`config.mk`:
```
export PLATFORM = sky130hd
export DESIGN_NAME = fair_share_user_scheduler_unit
export DESIGN_NICKNAME = d
export VERILOG_FILES = /design/src/rtl/fsus_pkg.sv /design/src/rtl/fsus_ram.sv /design/src/rtl/fsus_alu.sv /design/src/rtl/fair_share_user_scheduler_unit.sv
export SDC_FILE = /design/constraint.sdc
export NUM_CORES = 2
export LEC_CHECK = 0
export BUFFER_PORTS_ARGS = -buffer_cell sky130_fd_sc_hd__buf_2
export CAP_MARGIN = 20
export CORE_UTILIZATION = 55
export DETAILED_ROUTE_END_ITERATION = 8
export PLACE_DENSITY = 0.73
export SLEW_MARGIN = 20
export SYNTH_ARGS = -nofsm -noshare
export SYNTH_HDL_FRONTEND = slang
export SYNTH_SLANG_ARGS = --single-unit
```
`constraint.sdc`:
```
create_clock -name clk -period 8.4 [get_ports clk]
set_input_delay 0.84 -clock clk [delete_from_list [all_inputs] [get_ports clk]]
set_output_delay 0.84 -clock clk [all_outputs]
set_load 0.02 [all_outputs]
```
`src/rtl/fsus_pkg.sv`:
```
// Shared types and constants for the fair-share user scheduler.
`default_nettype none

package fsus_pkg;

    localparam int NUM_USERS_DEF   = 16;
    localparam int MAX_PENDING_DEF = 255;
    localparam int TIME_BITS_DEF   = 48;

    localparam logic [1:0] REQ_ENQUEUE  = 2'd0;
    localparam logic [1:0] REQ_CHARGE   = 2'd1;
    localparam logic [1:0] REQ_DISPATCH = 2'd2;

    typedef struct packed {
        logic [1:0]  req_type;
        logic [3:0]  user_index;
        logic [31:0] charge_time;
    } req_t;

    typedef struct packed {
        logic       granted;
        logic [3:0] granted_user;
        logic       rejected;
        logic       idle;
    } rsp_t;

    typedef enum logic {
        ALU_MAX,
        ALU_SATADD
    } alu_op_t;

    typedef enum logic [3:0] {
        ST_IDLE,
        ST_ENQ_RD,
        ST_ENQ_UPD,
        ST_CHG_RD,
        ST_CHG_MAX,
        ST_CHG_ADD,
        ST_DSP_SCAN,
        ST_DSP_PICK,
        ST_DSP_ACT,
        ST_DSP_CHK,
        ST_RESP
    } fsus_state_t;

endpackage

`default_nettype wire

```
`src/rtl/fsus_ram.sv`:
```
// Generic single-write, single-read RAM with registered read data.
`default_nettype none

module fsus_ram #(
    parameter int WIDTH = 8,
    parameter int DEPTH = 16
) (
    input  wire logic                     clk,
    input  wire logic                     we,
    input  wire logic [$clog2(DEPTH)-1:0] wa,
    input  wire logic [WIDTH-1:0]         wd,
    input  wire logic                     re,
    input  wire logic [$clog2(DEPTH)-1:0] ra,
    output logic      [WIDTH-1:0]         rd
);

    logic [WIDTH-1:0] mem [DEPTH];

    always_ff @(posedge clk)
    begin
        if (we)
        begin
            mem[wa] <= wd;
        end
    end

    always_ff @(posedge clk)
    begin
        if (re)
        begin
            rd <= mem[ra];
        end
    end

endmodule

`default_nettype wire

```
`src/rtl/fsus_alu.sv`:
```
// Shared time unit: max or saturating add, with a compare of the two operands.
`default_nettype none

module fsus_alu #(
    parameter int WIDTH = 48
) (
    input  wire logic [WIDTH-1:0]      a,
    input  wire logic [WIDTH-1:0]      b,
    input  wire fsus_pkg::alu_op_t     op,
    output logic      [WIDTH-1:0]      y,
    output logic                       lt,
    output logic                       eq
);
    import fsus_pkg::*;

    logic [WIDTH:0] sum;

    always_comb
    begin
        lt  = (a < b);
        eq  = (a == b);
        sum = {1'b0, a} + {1'b0, b};
        case (op)
            ALU_MAX:    y = lt ? b : a;
            ALU_SATADD: y = sum[WIDTH] ? {WIDTH{1'b1}} : sum[WIDTH-1:0];
            default:    y = a;
        endcase
    end

endmodule

`default_nettype wire

```
`src/rtl/fair_share_user_scheduler_unit.sv`:
```
// Fair-share user scheduler: sequencer around one shared time unit and per-user RAMs.
// Unknown or out-of-range requests go straight to the response, which waits on the output stall.
// Dispatch: each search pass makes one key RAM read per user through the shared
// compare; at most 2*NUM_USERS + 1 passes. One transaction at a time.
// Reset (async, active low) clears all per-user state through written bits; no sweep.
`default_nettype none

module fair_share_user_scheduler_unit #(
    parameter int NUM_USERS   = fsus_pkg::NUM_USERS_DEF,
    parameter int MAX_PENDING = fsus_pkg::MAX_PENDING_DEF,
    parameter int TIME_BITS   = fsus_pkg::TIME_BITS_DEF
) (
    input  wire logic           clk,
    input  wire logic           rst_n,
    input  wire logic           req_valid,
    output logic                req_stall,
    input  wire fsus_pkg::req_t req,
    output logic                rsp_valid,
    input  wire logic           rsp_stall,
    output fsus_pkg::rsp_t      rsp
);
    import fsus_pkg::*;

    localparam int IDX_W  = $clog2(NUM_USERS);
    localparam int CNT_W  = $clog2(NUM_USERS + 1);
    localparam int PEND_W = $clog2(MAX_PENDING + 1);

    fsus_state_t state_reg, state_next;

    logic [3:0]           user_reg;
    logic [31:0]          charge_reg;
    logic [CNT_W-1:0]     scan_cnt_reg;
    logic [IDX_W-1:0]     cand_idx_reg;
    logic                 cand_vld_reg;
    logic                 found_reg;
    logic [IDX_W-1:0]     best_idx_reg;
    logic [TIME_BITS-1:0] best_key_reg;
    logic [TIME_BITS-1:0] act_reg;
    logic [PEND_W-1:0]    pend_reg;
    logic [TIME_BITS-1:0] baseline_reg;
    logic [NUM_USERS-1:0] active_reg;
    logic [NUM_USERS-1:0] key_wr_reg, exc_wr_reg, pend_wr_reg;
    logic                 key_ok_reg, exc_ok_reg, pend_ok_reg;
    rsp_t                 res_reg;
    rsp_t                 rsp_reg;
    logic                 rsp_valid_reg;

    logic                 key_re, key_we, exc_re, exc_we, pend_re, pend_we;
    logic [IDX_W-1:0]     key_ra, key_wa, exc_ra, exc_wa, pend_ra, pend_wa;
    logic [TIME_BITS-1:0] key_wd, exc_wd, key_rd, exc_rd;
    logic [PEND_W-1:0]    pend_wd, pend_rd;
    logic [TIME_BITS-1:0] key_m, exc_m;
    logic [PEND_W-1:0]    pend_m;

    logic [TIME_BITS-1:0] alu_a, alu_b, alu_y;
    alu_op_t              alu_op;
    logic                 alu_lt, alu_eq;

    logic                 accept;
    logic                 in_user_ok;
    logic [IDX_W-1:0]     user_addr;
    logic                 pend_full;
    logic                 scan_done;
    logic                 cand_better;
    logic                 rsp_load;

    fsus_ram #(.WIDTH(TIME_BITS), .DEPTH(NUM_USERS)) u_key_ram (
        .clk (clk), .we (key_we), .wa (key_wa), .wd (key_wd),
        .re  (key_re), .ra (key_ra), .rd (key_rd)
    );

    fsus_ram #(.WIDTH(TIME_BITS), .DEPTH(NUM_USERS)) u_exc_ram (
        .clk (clk), .we (exc_we), .wa (exc_wa), .wd (exc_wd),
        .re  (exc_re), .ra (exc_ra), .rd (exc_rd)
    );

    fsus_ram #(.WIDTH(PEND_W), .DEPTH(NUM_USERS)) u_pend_ram (
        .clk (clk), .we (pend_we), .wa (pend_wa), .wd (pend_wd),
        .re  (pend_re), .ra (pend_ra), .rd (pend_rd)
    );

    fsus_alu #(.WIDTH(TIME_BITS)) u_alu (
        .a (alu_a), .b (alu_b), .op (alu_op), .y (alu_y), .lt (alu_lt), .eq (alu_eq)
    );

    // entries never written read as zero
    assign key_m  = key_ok_reg  ? key_rd  : '0;
    assign exc_m  = exc_ok_reg  ? exc_rd  : '0;
    assign pend_m = pend_ok_reg ? pend_rd : '0;

    assign req_stall   = (state_reg != ST_IDLE);
    assign accept      = req_valid && !req_stall;
    assign in_user_ok  = (int'(req.user_index) < NUM_USERS);
    assign user_addr   = IDX_W'(user_reg);
    assign pend_full   = (pend_m >= PEND_W'(MAX_PENDING));
    assign scan_done   = (scan_cnt_reg == CNT_W'(NUM_USERS));
    assign cand_better = cand_vld_reg && active_reg[cand_idx_reg] && (!found_reg || alu_lt);
    assign rsp_load    = (state_reg == ST_RESP) && (!rsp_valid_reg || !rsp_stall);

    assign rsp_valid = rsp_valid_reg;
    assign rsp       = rsp_reg;

    // next state
    always_comb
    begin
        state_next = state_reg;
        case (state_reg)
            ST_IDLE:
            begin
                if (accept)
                begin
                    case (req.req_type)
                        REQ_ENQUEUE:  state_next = in_user_ok ? ST_ENQ_RD : ST_RESP;
                        REQ_CHARGE:   state_next = in_user_ok ? ST_CHG_RD : ST_RESP;
                        REQ_DISPATCH: state_next = ST_DSP_SCAN;
                        default:      state_next = ST_RESP;
                    endcase
                end
            end
            ST_ENQ_RD:   state_next = ST_ENQ_UPD;
            ST_ENQ_UPD:  state_next = ST_RESP;
            ST_CHG_RD:   state_next = ST_CHG_MAX;
            ST_CHG_MAX:  state_next = ST_CHG_ADD;
            ST_CHG_ADD:  state_next = ST_RESP;
            ST_DSP_SCAN: state_next = scan_done ? ST_DSP_PICK : ST_DSP_SCAN;
            ST_DSP_PICK: state_next = found_reg ? ST_DSP_ACT : ST_RESP;
            ST_DSP_ACT:  state_next = ST_DSP_CHK;
            ST_DSP_CHK:
            begin
                // stale key or nothing pending: search again
                if (!alu_eq || (pend_reg == '0))
                begin
                    state_next = ST_DSP_SCAN;
                end
                else
                begin
                    state_next = ST_RESP;
                end
            end
            ST_RESP:     state_next = rsp_load ? ST_IDLE : ST_RESP;
            default:     state_next = ST_IDLE;
        endcase
    end

    // datapath control
    always_comb
    begin
        key_re  = 1'b0;
        key_ra  = '0;
        key_we  = 1'b0;
        key_wa  = '0;
        key_wd  = '0;
        exc_re  = 1'b0;
        exc_ra  = '0;
        exc_we  = 1'b0;
        exc_wa  = '0;
        exc_wd  = '0;
        pend_re = 1'b0;
        pend_ra = '0;
        pend_we = 1'b0;
        pend_wa = '0;
        pend_wd = '0;
        alu_a   = '0;
        alu_b   = '0;
        alu_op  = ALU_MAX;
        case (state_reg)
            ST_ENQ_RD:
            begin
                pend_re = 1'b1;
                pend_ra = user_addr;
            end
            ST_ENQ_UPD:
            begin
                if (!pend_full)
                begin
                    pend_we = 1'b1;
                    pend_wa = user_addr;
                    pend_wd = pend_m + PEND_W'(1);
                end
            end
            ST_CHG_RD:
            begin
                exc_re = 1'b1;
                exc_ra = user_addr;
            end
            ST_CHG_MAX:
            begin
                alu_a = exc_m;
                alu_b = baseline_reg;
            end
            ST_CHG_ADD:
            begin
                alu_a  = act_reg;
                alu_b  = TIME_BITS'(charge_reg);
                alu_op = ALU_SATADD;
                exc_we = 1'b1;
                exc_wa = user_addr;
                exc_wd = alu_y;
            end
            ST_DSP_SCAN:
            begin
                key_re = !scan_done;
                key_ra = scan_cnt_reg[IDX_W-1:0];
                alu_a  = key_m;
                alu_b  = best_key_reg;
            end
            ST_DSP_PICK:
            begin
                exc_re  = found_reg;
                exc_ra  = best_idx_reg;
                pend_re = found_reg;
                pend_ra = best_idx_reg;
            end
            ST_DSP_ACT:
            begin
                alu_a = exc_m;
                alu_b = baseline_reg;
            end
            ST_DSP_CHK:
            begin
                alu_a = best_key_reg;
                alu_b = act_reg;
                if (!alu_eq)
                begin
                    key_we = 1'b1;
                    key_wa = best_idx_reg;
                    key_wd = act_reg;
                end
                else if (pend_reg != '0)
                begin
                    pend_we = 1'b1;
                    pend_wa = best_idx_reg;
                    pend_wd = pend_reg - PEND_W'(1);
                end
            end
            default:
            begin
            end
        endcase
    end

    // control state
    always_ff @(posedge clk or negedge rst_n)
    begin
        if (!rst_n)
        begin
            state_reg     <= ST_IDLE;
            active_reg    <= '0;
            key_wr_reg    <= '0;
            exc_wr_reg    <= '0;
            pend_wr_reg   <= '0;
            baseline_reg  <= '0;
            scan_cnt_reg  <= '0;
            cand_vld_reg  <= 1'b0;
            found_reg     <= 1'b0;
            rsp_valid_reg <= 1'b0;
        end
        else
        begin
            state_reg <= state_next;
            if (key_we)
            begin
                key_wr_reg[key_wa] <= 1'b1;
            end
            if (exc_we)
            begin
                exc_wr_reg[exc_wa] <= 1'b1;
            end
            if (pend_we)
            begin
                pend_wr_reg[pend_wa] <= 1'b1;
            end
            if ((state_reg == ST_ENQ_UPD) && !pend_full)
            begin
                active_reg[user_addr] <= 1'b1;
            end
            if ((state_reg == ST_DSP_CHK) && alu_eq)
            begin
                if (pend_reg == '0)
                begin
                    active_reg[best_idx_reg] <= 1'b0;
                end
                else
                begin
                    baseline_reg <= act_reg;
                end
            end
            if (state_reg != ST_DSP_SCAN)
            begin
                scan_cnt_reg <= '0;
                cand_vld_reg <= 1'b0;
                if (state_next == ST_DSP_SCAN)
                begin
                    found_reg <= 1'b0;
                end
            end
            else
            begin
                scan_cnt_reg <= scan_done ? scan_cnt_reg : scan_cnt_reg + CNT_W'(1);
                cand_vld_reg <= !scan_done;
                if (cand_better)
                begin
                    found_reg <= 1'b1;
                end
            end
            if (rsp_load)
            begin
                rsp_valid_reg <= 1'b1;
            end
            else if (!rsp_stall)
            begin
                rsp_valid_reg <= 1'b0;
            end
        end
    end

    // payload
    always_ff @(posedge clk)
    begin
        if (accept)
        begin
            user_reg     <= req.user_index;
            charge_reg   <= req.charge_time;
            res_reg      <= '0;
        end
        if (key_re)
        begin
            key_ok_reg <= key_wr_reg[key_ra];
        end
        if (exc_re)
        begin
            exc_ok_reg <= exc_wr_reg[exc_ra];
        end
        if (pend_re)
        begin
            pend_ok_reg <= pend_wr_reg[pend_ra];
        end
        if (state_reg == ST_DSP_SCAN)
        begin
            cand_idx_reg <= key_ra;
            if (cand_better)
            begin
                best_idx_reg <= cand_idx_reg;
                best_key_reg <= key_m;
            end
        end
        if ((state_reg == ST_CHG_MAX) || (state_reg == ST_DSP_ACT))
        begin
            act_reg <= alu_y;
        end
        if (state_reg == ST_DSP_ACT)
        begin
            pend_reg <= pend_m;
        end
        if (state_reg == ST_ENQ_UPD)
        begin
            res_reg.rejected <= pend_full;
        end
        if ((state_reg == ST_DSP_PICK) && !found_reg)
        begin
            res_reg.idle <= 1'b1;
        end
        if ((state_reg == ST_DSP_CHK) && alu_eq && (pend_reg != '0))
        begin
            res_reg.granted      <= 1'b1;
            res_reg.granted_user <= 4'(best_idx_reg);
        end
        if (rsp_load)
        begin
            rsp_reg <= res_reg;
        end
    end

`ifndef SYNTH
    a_busy_after_accept: assert property (@(posedge clk) disable iff (!rst_n)
        accept |=> req_stall)
        else $error("request not stalled after accepted transaction");

    a_one_outcome: assert property (@(posedge clk) disable iff (!rst_n)
        rsp_valid |-> ($countones({rsp.granted, rsp.rejected, rsp.idle}) <= 1))
        else $error("response carries more than one outcome");

    a_pend_bound: assert property (@(posedge clk) disable iff (!rst_n)
        pend_we |-> (int'(pend_wd) <= MAX_PENDING))
        else $error("pending count written beyond limit");

    a_grant_active: assert property (@(posedge clk) disable iff (!rst_n)
        ((state_reg == ST_DSP_CHK) && alu_eq && (pend_reg != '0))
            |-> active_reg[best_idx_reg])
        else $error("grant to inactive user");
`endif

endmodule

`default_nettype wire

```
**Word level (Yosys, flattened, before mapping)**

Memory sizes are Yosys's and may differ from the RTL's. A register that Yosys moved wholly into a read port is not among the register bits.
Index checks and enable logic that the tools add are counted.

- Memories kept: 3
- Input port bits: 42
- Word-level logic and storage cells: 195
- Output and inout bits: 9
- Bits in registers: 289
- RAM bits: 1664

Memories:

| memory | depth | width | read ports | clocked after Yosys merged registers in | wr ports | RTL line | text |
|---|---|---|---|---|---|---|---|
| u_exc_ram.mem | 16 | 48 | 1 | 1 | 1 | fsus_ram.sv:17 | `logic [WIDTH-1:0] mem [DEPTH];` |
| u_key_ram.mem | 16 | 48 | 1 | 1 | 1 | fsus_ram.sv:17 |  |
| u_pend_ram.mem | 16 | 8 | 1 | 1 | 1 | fsus_ram.sv:17 |  |

- Magnitude comparators: 16
- Reductions and logical operators: 37
- Add/subtract/negate cells: 4
- Muxes and demuxes: 80
- Bitwise logic cells: 8
- Eq/ne operators: 19

Operator list:

| operator | number |
|---|---|
| case mux 48 bit (4 select lines) | 2 |
| 2-to-1 mux 48 bit | 7 |
| case mux 48 bit (2 select lines) | 1 |
| bitwise OR 16 bit | 4 |
| adder 48 x 48 -> 49 bit | 1 |
| == test 48 bit | 1 |
| < comparator 48 bit | 1 |
| 2-to-1 mux 16 bit | 3 |
| < comparator 4 x 5 -> 1 bit, second input constant | 9 |
| 2-to-1 mux 4 bit | 11 |
| case mux 4 bit (10 select lines) | 1 |
| 2-to-1 mux 8 bit | 4 |
| 2-to-1 mux 1 bit | 30 |
| case mux 4 bit (2 select lines) | 3 |
| demux 1 bit (select 4 bit) | 5 |
| == test 4 x 3 -> 1 bit, second input constant | 5 |
| >= comparator 4 x 1 -> 1 bit, second input constant | 5 |
| bitwise AND 16 bit | 1 |
| binary-select mux 1 bit (select 4 bit) | 4 |
| NOT 16 bit | 1 |
| case mux 8 bit (2 select lines) | 1 |
| logical AND 1 bit | 13 |
| == test 4 bit, second input constant | 3 |
| case mux 4 bit (3 select lines) | 1 |
| 26 further kinds | 47 |

**Longest topological paths before layout**

- Depth after elaboration: 11
- Depth in mapped cells: 21
- Depth with buffers taken out: 16

**Cells and area by module**

A second synthesis with hierarchy kept.

- Cells, all modules: 4761
- Area, all modules: 84971.5 um^2

Modules (own cells, without submodules):

| module | cells an instance | instances | sequential area each (um^2) | area each (um^2) |
|---|---|---|---|---|
| fsus_ram (u_exc_ram) | 1242 | 1 | 24503.5 | 30175.2 |
| fsus_ram (u_key_ram) | 1242 | 1 | 24503.5 | 30171.4 |
| fair_share_user_scheduler_unit | 1259 | 1 | 8037.7 | 14081.0 |
| fsus_alu | 789 | 1 | 0.0 | 5316.3 |
| fsus_ram (u_pend_ram) | 229 | 1 | 4083.9 | 5227.5 |

**Worst setup path before layout**

OpenSTA, ideal clock, no wires.

- Path kind: register to register
- From: reg state_reg[3]
- To: mem u_key_ram.mem[12][0] (enable)
- Buffers on the path: 3
- Data required time: 7.886 ns
- Slack: 0.023 ns
- Period minus slack after synthesis: 8.377 ns
- Setup time: 0.514 ns
- Arrival: 7.863 ns
- Cell stages (with the launch flop): 16
- Cells stage by stage: dfrtp_1 xor2_1 and2_1 clkbuf_1 buf_1 nand2_1 nand2_1 inv_1 ha_1 clkbuf_1 nand4b_1 or3_1 nor4_1 nor3_1 nand3_1 nor3_1

- Cells in the longest elaborated chain, start to end: 8
- Elaborated cells between the ends (all ways): 15
- Those cells by class: eq/ne: 6; mux: 8; reduce/logical: 1

RTL lines:

| element | RTL line | text |
|---|---|---|
| from (decl) | fair_share_user_scheduler_unit.sv:28 | `fsus_state_t state_reg, state_next;` |
| from (signal assigned) | fair_share_user_scheduler_unit.sv:260 | `state_reg <= state_next;` |
| == test 4 x 3 -> 1 bit or == test 4 bit (tied branches) | fair_share_user_scheduler_unit.sv:166 | `case (state_reg)` |
| OR reduction 2 bit (no source line) | n/a |  |
| case mux 48 bit (4 select lines) | fair_share_user_scheduler_unit.sv:166 |  |
| == test 48 bit | fsus_alu.sv:21 | `eq = (a == b);` |
| 2-to-1 mux 1 bit | fair_share_user_scheduler_unit.sv:223 | `if (!alu_eq)` |
| 2-to-1 mux 1 bit | fair_share_user_scheduler_unit.sv:166 |  |
| 2-to-1 mux 1 bit | fsus_ram.sv:21 | `if (we)` |
| 2-to-1 mux 1 bit (not written as such) | fsus_ram.sv:23 | `mem[wa] <= wd;` |
| to (decl) | fsus_ram.sv:17 |  |

Parallel ways exist; a longest one is shown, timed or not.

**Final worst setup path**

- From: reg state_reg[2]
- To: reg act_reg[27] (data pin)

- Cells in the longest elaborated chain, start to end: 6
- Elaborated cells between the ends (all ways): 15
- Those cells by class: add/sub: 1; order compare: 1; eq/ne: 5; mux: 6; bitwise: 1; reduce/logical: 1

RTL lines:

| element | RTL line | text |
|---|---|---|
| == test 4 x 3 -> 1 bit or == test 4 bit (tied branches) | fair_share_user_scheduler_unit.sv:166 |  |
| OR reduction 2 bit (no source line) | n/a |  |
| case mux 48 bit (4 select lines) | fair_share_user_scheduler_unit.sv:166 |  |
| adder 48 x 48 -> 49 bit or < comparator 48 bit (tied branches) | fsus_alu.sv:22, fsus_alu.sv:20 |  |
| 2-to-1 mux 48 bit (on tied branches) | fsus_alu.sv:25, fsus_alu.sv:24 |  |
| case mux 48 bit (2 select lines) * | fsus_alu.sv:23 | `case (op)` |
| named net alu_y[27] | fair_share_user_scheduler_unit.sv:55 | `logic [TIME_BITS-1:0] alu_a, alu_b, alu_y;` |
| to (signal assigned) | fair_share_user_scheduler_unit.sv:349 | `act_reg <= alu_y;` |
| to (decl) | fair_share_user_scheduler_unit.sv:38 | `logic [TIME_BITS-1:0] act_reg;` |

The timed path passes the listed nets; every way through them passes the cells marked *.
A chain may end at the register's enable or synchronous reset.

==> flow_metrics.py <==
metrics = {
    "grt": {
        "grt_remaining_overflow": 0,
        "grt_first_pass_wirelength_mm": 357,
        "antenna_found_initial": 16,
        "grt_use_total_pct": 29.7,
        "grt_pass1_vias": 53800,
        "grt_max_degree": 200,
    },
    "critical_path": {
        "cpMaxStageDelayCell": "dfrtp_1",
        "r2r_start": "state_reg[2]",
        "crit_path_start_kind": "register",
        "worstPathArrival_ns": 7.84,
        "reg2reg_slack_ns": 1.11,
        "cp_common_cell": "buf_4",
        "path_class": "register to register",
        "slowest_delay_ns": 0.97,
        "end_kind": "register",
        "rr_worst_depth": 19,
        "reg2reg_to": "act_reg[27]",
        "required_ns": 8.95,
        "cp_cell_sequence": "nor2b_2 -> nand2_4 -> inv_6 -> buf_4 -> a222oi_1 -> nand2_1 -> inv_1 -> ha_1 -> or4_1 -> nand2b_1 -> a21oi_1 -> o41ai_1 -> nand2_1 -> o211ai_2 -> and2_2 -> buf_4 -> a21oi_1 -> buf_4 -> o21bai_1",
        "critical_path_peak_fanout": 81,
    },
    "worst_hold_path": {
        "min_path_type": "input pin to register",
        "hold_path_startpoint": "req[32]",
        "whs_endpoint": "user_addr[0]",
        "min_path_cells": 1,
    },
    "detailed_routing": {
        "drt_iter0_drc": 8116,
        "vias": 57300,
        "avgRoutedWirePerCell_um": 27.9,
        "drc_errors": 0,
        "wl_mm": 243,
        "first_pass_iters": 8,
        "vias_per_cell": 6.57,
        "final_antenna_net_count": 0,
    },
    "placed_design": {
        "globalplace.congestion": 1.01,
        "io_buffers": 50,
        "hpwl_mm": 147,
    },
    "timing": {
        "fin_tns_setup_ns": 0,
        "fin_worst_skew_ns": 0.0600,
        "tightest_slew_ns": 1.20,
        "hold_slack_ns": 0.154,
        "final-max-slew-violation-count": 0,
        "post-route-period-util_pct": 86.8,
        "slew_headroom_pct": 19.8,
        "setup_viol": 0,
        "max_freq_mhz": 137,
        "fin_crit_ns": 7.29,
        "rsz0062_at_grt": "no",
        "hold_viol_final": 0,
    },
    "logic_synthesis": {
        "yosysWarnings": 0,
        "syn_avg_cell_area_um2": 13.4,
        "synth_ff_type": "edfxtp_1",
        "yosysMostFrequentCell": "edfxtp_1",
        "ys_seq_elements": 2057,
        "synthTopCellsByArea": "edfxtp_1 (66%), nand2_1 (3.7%), dfrtp_1 (3.5%)",
        "synthesis.area_um2": 87900,
        "syn_inst": 6533,
        "yosys.area.top_type": "edfxtp_1",
        "synth_cell_types": 80,
        "synth-edff-count": 1931,
        "async_flop_share_pct": 6.03,
        "synth_top_area_share_pct": 66.0,
        "yosys-top-cells-count": "edfxtp_1 (1931), nand2_1 (858), a21oi_1 (519), clkbuf_1 (433), and2_1 (344)",
        "synth_seq_area_share_pct": 69.6,
        "synth_nets": 6675,
    },
    "clock_network": {
        "cts_max_level": 4,
        "cts.clk_slew.worst_paths_ns": 0.06,
        "postCtsSetupBuffers": 0,
        "clock_latency_ns": 0.88,
        "clock_path_buffers": 3,
        "cts_tree": "built",
        "cts_buffers": 200,
        "cts-root-buf": "clkbuf_16",
        "cts_sinks": 2057,
        "cts-resized-gates": 0,
    },
    "power": {
        "power_frac_seq_pct": 44.9,
        "combPwrFrac_pct": 23.4,
        "power.density_nw_per_um2": 290,
        "p_sw_mw": 8.93,
        "vdd_ir_drop_max_mv": 0.477,
        "intPower_mw": 19.3,
        "p_leak_nw": 32.3,
        "swShare_pct": 31.7,
        "clockPowerShare_pct": 31.7,
    },
    "final_layout": {
        "reg.largest.list": "u_exc_ram.mem x768, u_key_ram.mem x768, u_pend_ram.mem x128",
        "final_layout_size_suffix_gt1_share_pct": 10.5,
        "nets": 6608,
        "syn_to_final_growth_pct": 10.7,
    },
    "floorplan": {
        "core_area_um2": 159000,
        "die_w_um": 402,
        "die_y_um": 402,
        "start_util_pct": 55.4,
        "num_rows": 146,
        "ios": 51,
        "die_area_um2": 161000,
    },
    "job": {
        "maxCapViolations": 0,
    },
    "run_status": {
        "outcome": "complete, no violations",
    },
}
==> worst max-delay path by stage <==
stage                             from              endpoint  slack (ns)
after CTS                 state_reg[2]           act_reg[27]        1.29
after floorplan           state_reg[3]  u_key_ram.mem[12][0]        0.02
after global placement    state_reg[2]           act_reg[26]        1.49
final                     state_reg[2]           act_reg[27]        1.11
after global routing      state_reg[2]           act_reg[27]        0.79
after detailed placement  state_reg[2]           act_reg[28]        1.36
==> repair_timing <==
item,4_1_cts,5_1_grt
hold buffers,1,0
setup endpoints to repair,0,0
hold endpoints to repair,3,0
==> worst max-delay path: cells and delay by family, from the launching register on <==
kind                     cells  cell delay (ns)
AO/OA/AOI/OAI                6             1.42
adder cells (fa/ha/maj)      1             0.46
flip-flops                   1             0.97
AND/OR/NAND/NOR              7             2.31
buffers and inverters        5             1.69
==> kinds of logic (layout without fill, tap and decap cells) <==
| group | after synthesis | after routing | share of synthesized area [%] |
|---|---|---|---|
| AO/OA/AOI/OAI | 1690 | 1690 | 13.2 |
| XOR/XNOR | 53 | 53 | 0.528 |
| adder cells (fa/ha/maj) | 100 | 100 | 1.43 |
| buffers and inverters | 588 | 697 | 2.54 |
| flip-flops | 2057 | 2057 | 69.6 |
| multiplexers | 256 | 256 | 3.06 |
| other | 0 | 2 | 0 |
| AND/OR/NAND/NOR | 1789 | 1789 | 9.63 |
==> area by class of cell <==
type | instances | area [µm²]
antenna | 2 | 5.00
clock buffer | 277 | 5490
clock inverter | 101 | 1090
fill | 11700 | 61300
inverter | 109 | 423
multi-input combinational | 3888 | 24900
sequential | 2057 | 61100
tap | 2072 | 2590
timing repair buffer | 210 | 1590
==> metrics by stage <==
stage               instance area, µm²  setup slack (ns)  utilization (%)  total power [mW]  cells
global route                     97300             0.786             61.3              29.1   8714
finish                           97300              1.11             61.3              28.2   8716
global placement                 90600              1.49             57.2              19.2   8334
CTS                              97200              1.29             61.3              28.1   8713
floorplan                        87900            0.0229                -              16.8   6533
detailed placement               90600              1.36             57.2              19.2   8334
==> metal layers <==
layer	global-route usage [%]	vias to the layer above	share of wire [%]
met5	0	-	0.028
met4	8.36	10	2.6
met3	5.65	418	10
met2	45.4	3099	46
met1	43.7	28800	41
li1	-	25000	-
==> power by group through the flow <==
stage	clock network [mW]	registers, mW	logic (mW)
final	8.93	12.7	6.59
after global routing	9.41	12.7	7.02
after CTS	9.01	12.6	6.45
after detailed placement	0	12.8	6.43
after global placement	0	12.8	6.40
after floorplan	0	12.5	4.31
==> cells in the final DEF (no fill, tap or decap), types with 32 or more instances in the layout <==
master | netlist | final
and3_1 | 62 | 60
xnor2_1 | 44 | 44
nor2_4 | 0 | 32
a211oi_1 | 299 | 299
clkbuf_16 | 0 | 200
a22o_1 | 35 | 35
mux2_2 | 52 | 52
buf_2 | 10 | 49
o22ai_1 | 60 | 60
clkbuf_1 | 433 | 57
o21bai_1 | 44 | 44
o221ai_1 | 52 | 52
ha_1 | 99 | 99
o211ai_1 | 56 | 56
edfxtp_1 | 1931 | 1931
mux2i_1 | 199 | 199
nand2_1 | 858 | 854
clkinv_1 | 0 | 32
buf_4 | 1 | 148
o31ai_1 | 71 | 71
and2_1 | 344 | 341
a221oi_1 | 51 | 51
clkinv_2 | 0 | 39
or2_2 | 57 | 57
nor2_1 | 177 | 143
a311oi_1 | 116 | 116
nor3_1 | 95 | 87
dfrtp_1 | 124 | 121
a31oi_1 | 143 | 143
inv_1 | 104 | 103
nand3_1 | 70 | 69
a222oi_1 | 51 | 51
a21oi_1 | 519 | 514
o21ai_0 | 64 | 64
a221o_1 | 39 | 39
No activity file was read; power rests on OpenSTA's default activity.
